==> src/rtl/spq_pkg.sv <==
// ----------------------------------------------------------------------------
// Sorted priority queue package
// Shared sizes, command and status codes, and the cell command bundle.
// ----------------------------------------------------------------------------
`default_nettype none

package spq_pkg;

  localparam int CAPACITY = 16;
  localparam int VALUE_W  = 32;
  localparam int COUNT_W  = $clog2(CAPACITY + 1);
  localparam int TOTAL_W  = 5;

  typedef enum logic {
    OP_INSERT = 1'b0,
    OP_REMOVE = 1'b1
  } opcode_t;

  typedef enum logic [1:0] {
    STATUS_DONE  = 2'd0,
    STATUS_FULL  = 2'd1,
    STATUS_EMPTY = 2'd2
  } status_t;

  // Command broadcast to every cell of the chain in the cycle of a transfer.
  typedef struct packed {
    logic                       go;
    opcode_t                    op;
    logic signed [VALUE_W-1:0]  value;
  } cell_cmd_t;

endpackage

`default_nettype wire

==> src/rtl/spq_cell.sv <==
// ----------------------------------------------------------------------------
// Sorted priority queue cell
// Holds one entry and decides its next content from its two neighbours.
// ----------------------------------------------------------------------------
`default_nettype none

module spq_cell
  import spq_pkg::*;
(
  input  wire logic                      clk,
  input  wire cell_cmd_t                 cmd,
  input  wire logic                      occupied,
  input  wire logic                      left_place,
  input  wire logic signed [VALUE_W-1:0] left_value,
  input  wire logic signed [VALUE_W-1:0] right_value,
  output logic                           place,
  output logic signed [VALUE_W-1:0]      value
);

  logic signed [VALUE_W-1:0] entry;
  logic signed [VALUE_W-1:0] entry_next;

  // The new value belongs at or before this cell when the cell is free or
  // holds a strictly larger entry; equal entries stay ahead of the new one.
  assign place = !occupied || (entry > cmd.value);
  assign value = entry;

  always_comb begin
    entry_next = entry;
    if (cmd.go) begin
      if (cmd.op == OP_REMOVE) begin
        entry_next = right_value;
      end else if (left_place) begin
        entry_next = left_value;
      end else if (place) begin
        entry_next = cmd.value;
      end
    end
  end

  always_ff @(posedge clk) begin
    entry <= entry_next;
  end

endmodule

`default_nettype wire

==> src/rtl/sorted_priority_queue_unit.sv <==
// ----------------------------------------------------------------------------
// Sorted priority queue unit
// Bounded min-priority queue built as a row of compare-and-shift cells.
// ----------------------------------------------------------------------------
// Result: the result strobe rises in the cycle after the command transfer.
// Throughput: one command per cycle; busy stays low, since every cell of the
// chain that moves shifts or loads in the same cycle as the transfer.
// Reset: rst clears the entry count and the result strobe; cell contents are
// left as they are and are only read below the entry count.
`default_nettype none

module sorted_priority_queue_unit
  import spq_pkg::*;
(
  input  wire logic                      clk,
  input  wire logic                      rst,
  input  wire logic                      start,
  output logic                           busy,
  input  wire logic                      opcode,
  input  wire logic signed [VALUE_W-1:0] value,
  output logic                           done,
  output logic [1:0]                     status,
  output logic signed [VALUE_W-1:0]      removed_value,
  output logic [TOTAL_W-1:0]             entry_total
);

  logic [COUNT_W-1:0]        count;
  logic [COUNT_W-1:0]        count_next;
  logic                      accept;
  logic                      full;
  logic                      empty;
  logic                      legal;
  status_t                   status_next;
  logic signed [VALUE_W-1:0] removed_next;
  cell_cmd_t                 cmd;

  logic [CAPACITY-1:0]       occupied;
  logic [CAPACITY-1:0]       place;
  logic signed [VALUE_W-1:0] cell_value [CAPACITY];

  assign busy   = 1'b0;
  assign accept = start && !busy;
  assign full   = (count == COUNT_W'(CAPACITY));
  assign empty  = (count == '0);

  always_comb begin
    legal        = 1'b0;
    status_next  = STATUS_DONE;
    removed_next = '0;
    count_next   = count;
    if (opcode == OP_INSERT) begin
      if (full) begin
        status_next = STATUS_FULL;
      end else begin
        legal      = 1'b1;
        count_next = count + COUNT_W'(1);
      end
    end else begin
      if (empty) begin
        status_next = STATUS_EMPTY;
      end else begin
        legal        = 1'b1;
        removed_next = cell_value[0];
        count_next   = count - COUNT_W'(1);
      end
    end
  end

  assign cmd.go    = accept && legal;
  assign cmd.op    = opcode_t'(opcode);
  assign cmd.value = value;

  for (genvar k = 0; k < CAPACITY; k++) begin : g_cell
    logic                      left_place;
    logic signed [VALUE_W-1:0] left_value;
    logic signed [VALUE_W-1:0] right_value;

    assign occupied[k] = (COUNT_W'(k) < count);

    if (k == 0) begin : g_first
      assign left_place = 1'b0;
      assign left_value = value;
    end else begin : g_inner
      assign left_place = place[k-1];
      assign left_value = cell_value[k-1];
    end

    // The last cell has no right neighbour; after a remove its content lies
    // beyond the count and is never read.
    if (k == CAPACITY - 1) begin : g_last
      assign right_value = cell_value[k];
    end else begin : g_body
      assign right_value = cell_value[k+1];
    end

    spq_cell u_cell (
      .clk         (clk),
      .cmd         (cmd),
      .occupied    (occupied[k]),
      .left_place  (left_place),
      .left_value  (left_value),
      .right_value (right_value),
      .place       (place[k]),
      .value       (cell_value[k])
    );
  end

  always_ff @(posedge clk) begin
    if (rst) begin
      count <= '0;
      done  <= 1'b0;
    end else begin
      done <= accept;
      if (accept) begin
        count <= count_next;
      end
    end
  end

  always_ff @(posedge clk) begin
    if (accept) begin
      status        <= status_next;
      removed_value <= removed_next;
      entry_total   <= TOTAL_W'(count_next);
    end
  end

endmodule

`default_nettype wire
==> config.mk <==
export PLATFORM = sky130hd
export DESIGN_NAME = sorted_priority_queue_unit
export DESIGN_NICKNAME = d
export VERILOG_FILES = /design/src/rtl/spq_pkg.sv /design/src/rtl/spq_cell.sv /design/src/rtl/sorted_priority_queue_unit.sv
export SDC_FILE = /design/constraint.sdc
export NUM_CORES = 2
export LEC_CHECK = 0
export BUFFER_PORTS_ARGS = -buffer_cell sky130_fd_sc_hd__buf_2
export CORE_MARGIN = 1.5
export CORE_UTILIZATION = 58
export CTS_CLUSTER_DIAMETER = 40
export DETAILED_ROUTE_END_ITERATION = 10
export PLACE_DENSITY = 0.8
export SLEW_MARGIN = 20
export SYNTH_ARGS = -nofsm -noshare
export SYNTH_HDL_FRONTEND = slang
export SYNTH_SLANG_ARGS = --single-unit
==> constraint.sdc <==
create_clock -name clk -period 3.9 [get_ports clk]
set_input_delay 0 -clock clk [delete_from_list [all_inputs] [get_ports clk]]
set_output_delay 0 -clock clk [all_outputs]
set_load 0.005 [all_outputs]
==> impl_metrics.env <==
export IMPL_p_per_area_nw_per_um2=505
export IMPL_cts_root_buf="clkbuf_16"
export IMPL_netlist_area_sq_um=39000
export IMPL_synthSimpleGateAreaFrac_pct=11.2
export IMPL_sw_frac_of_total_pct=31.4
export IMPL_min_path_type="in -> reg"
export IMPL_die_area_sq_um=68800
export IMPL_criticalPathCategory="in -> reg"
export IMPL_ys_types=60
export IMPL_final_common_cell="a21oi_1"
export IMPL_grt_pass1_vias=30700
export IMPL_arrival_ns=4.20
export IMPL_postRouteAntennaNets=0
export IMPL_grt_max_degree=269
export IMPL_hold_viol_final=0
export IMPL_layout_common_cells="a21oi_1 (653), edfxtp_1 (551), ha_1 (515)"
export IMPL_min_period_ns=3.80
export IMPL_synth_compound_area_share_pct=14.1
export IMPL_core_area_sq_um=66200
export IMPL_drc_errors=0
export IMPL_synth_top_family_by_area="adder cells"
export IMPL_dpl_hpwl_um=78100
export IMPL_gp_congestion=0.921
export IMPL_whs_ns=0.127
export IMPL_antenna_found_initial=2
export IMPL_status="completed"
export IMPL_antennaDiodeCount=0
export IMPL_synth_xor_area_share_pct=0.0449
export IMPL_rows=94
export IMPL_syn_nets=4296
export IMPL_finalSetupTns_ns=0
export IMPL_tightest_slew_ns=1.22
export IMPL_area_growth_pct=15.0
export IMPL_cp_slowest_cell="nor4_1"
export IMPL_layout_nets=4469
export IMPL_cp_start_kind="input pin"
export IMPL_final_core_util_pct=67.8
export IMPL_max_freq_ghz=0.263
export IMPL_cts_tree="built"
export IMPL_port_buffers=75
export IMPL_crit_required_ns=4.30
export IMPL_cpPeakStageDelay_ns=0.70
export IMPL_relSlewSlack_pct=19.0
export IMPL_wl_met2_um=51700
export IMPL_cts_path_max_buffers=3
export IMPL_initialDrtViolationCount=3434
export IMPL_synth_edf_count=551
export IMPL_setup_viol=0
export IMPL_r2r_start="g_cell[0].u_cell.value[11]"
export IMPL_drt_vias_per_instance=6.47
export IMPL_start_util_pct=58.9
export IMPL_clkPwrFrac_pct=39.7
export IMPL_top_layer="met5"
export IMPL_p_int_w=0.0155
export IMPL_synthAdderAreaFrac_pct=16.5
export IMPL_yosysWarnings=0
export IMPL_path_cells="dlygate4sd3_1 > buf_2 > inv_1 > ha_1 > nand4_1 > nor4_1 > nand2b_1 > o31ai_1 > o211ai_1 > buf_4 > mux2i_1 > a21oi_1"
export IMPL_cp_end_kind="flop"
export IMPL_grtUsageTotal_pct=30.7
export IMPL_path_buf_inv=4
export IMPL_cts_buffers=99
export IMPL_ir_drop_uv=372
export IMPL_drive_above_1_share_pct=11.7
export IMPL_yosys_mux_area_fraction_pct=11.8
export IMPL_overflow=0
export IMPL_p_seq_share_pct=37.6
export IMPL_dr_pass1_iters=6
export IMPL_cts_htree_levels=3
export IMPL_cts_sinks=557
export IMPL_async_flop_share_pct=0
export IMPL_via_count=31500
export IMPL_synth_main_ff_cell="edfxtp_1"
export IMPL_die_h_um=262
export IMPL_switchingPower_w=0.00713
export IMPL_fin_crit_sh_pct=97.5
export IMPL_clkTransAtPathRegs_ns=0.06
export IMPL_wl_met1_um=43400
export IMPL_wl_um=109000
export IMPL_wire_per_inst_um=22.4
export IMPL_ys_ff_latch=557
export IMPL_die_x_um=262
export IMPL_crit_start="value[16]"
export IMPL_ios=77
export IMPL_drv_cap=0
export IMPL_combPwrFrac_pct=22.8
export IMPL_p_leak_nw=20.1
export IMPL_min_from="value[31]"
export IMPL_syn_avg_cell_area_sq_um=10.4
export IMPL_wl_met3_um=8520
export IMPL_critical_path_max_fanout=17
export IMPL_clock_skew_ns=0.0656
export IMPL_seq_area_frac_synth_pct=42.7
export IMPL_worst_path_dominant_cell_family="buffers and inverters"
export IMPL_insertion_delay_ns=0.68
export IMPL_syn_inst=3745
export IMPL_grt_pass1_wl_um=169000
export IMPL_drv_slew=0
## layout make-up
class / count / area [sq um]
Fill cell: 4654 / 21300
Multi-Input combinational cell: 2903 / 21000
Sequential cell: 557 / 16700
Clock buffer: 109 / 2530
Timing Repair Buffer: 284 / 2350
Tap cell: 864 / 1080
Clock inverter: 73 / 941
Inverter: 73 / 315
## registers in the layout, indices dropped and copies added, names as in the netlist
name                 flops
count                    5
entry_total              5
removed_value           32
g_cell.u_cell.value    512
status                   2
done                     1
## worst reg2reg max path, cell delays in order, from the launching register on
cell and delay (ns):
edfxtp_1 0.45, ha_1 0.35, nand4_1 0.18, nor4_2 0.44, a21boi_0 0.25, o32ai_1 0.13, o211ai_1 0.30, buf_12 0.23
buf_12 0.20, mux2i_1 0.20, a21oi_1 0.08, dlygate4sd3_1 0.59
## cells in the mapped netlist (21+ instances only)
master,instances,area share (%)
mux2_2,32,0.92
nand4_1,109,1.7
nor3_1,23,0.30
nor2_1,474,4.6
inv_1,73,0.70
edfxtp_1,551,42
buf_4,32,0.62
o21ai_0,110,1.4
mux2i_1,425,11
nor4_1,28,0.45
buf_6,23,0.66
nand3_1,71,0.91
and2_1,32,0.51
o221ai_1,21,0.47
clkbuf_1,146,1.4
o211ai_1,31,0.60
ha_1,515,17
a21oi_1,654,8.4
nand2_1,159,1.5
a21o_1,25,0.48
nor2b_1,21,0.34
## what timing repair did
| item | in CTS | in global routing |
|---|---|---|
| hold buffers | 37 | 0 |
| buffers inserted | 0 | 34 |
| hold endpoints to repair | 248 | 0 |
| endpoints found under the setup margin | 0 | 2 |
| gates resized for setup | 0 | 10 |
## final timing paths
| check | depth (start not counted) | slack [ns] | end |
|---|---|---|---|
| max | 12 | 0.1 | g_cell[2].u_cell.value[14] |
| min | 3 | 0.13 | g_cell[15].u_cell.value[31] |
| max reg2reg | 11 | 0.24 | g_cell[1].u_cell.value[4] |
| min reg2reg | 1 | 0.59 | g_cell[15].u_cell.value[0] |
## metrics by stage
| stage | instances | worst slack [ns] | total power [W] | instance area (sq um) |
|---|---|---|---|---|
| floorplan | 3745 | 0.156 | 0.0119 | 39000 |
| global placement | 4610 | 0.235 | 0.0132 | 40700 |
| detailed placement | 4610 | 0.152 | 0.0135 | 40700 |
| CTS | 4829 | 0.0436 | 0.0225 | 44600 |
| global route | 4863 | -0.00649 | 0.0236 | 44900 |
| finish | 4863 | 0.0976 | 0.0227 | 44900 |
## cells by family after synthesis
logic type / after synthesis
AO/OA/AOI/OAI: 967
AND/OR/NAND/NOR: 961
flip-flops: 557
adder cells (fa/ha/maj): 515
multiplexers: 457
buffers and inverters: 285
XOR/XNOR: 2
other: 1
## power by group through the flow
stage,Combinational (W),Sequential (W),Clock [W]
2_1_floorplan,0.00359,0.00832,0
3_3_place_gp,0.00467,0.00855,0
3_5_place_dp,0.00490,0.00859,0
4_1_cts,0.00503,0.00848,0.00901
5_1_grt,0.00568,0.00860,0.00928
6_report,0.00516,0.00851,0.00900
## per-layer routing
| layer | GRT usage [%] | vias up |
|---|---|---|
| met3 | 4.09 | 364 |
| met4 | 14.8 | 2 |
| li1 | - | 14700 |
| met5 | 0 | - |
| met1 | 39.9 | 14900 |
| met2 | 50.7 | 1552 |
No activity file was read; power rests on OpenSTA's default activity.
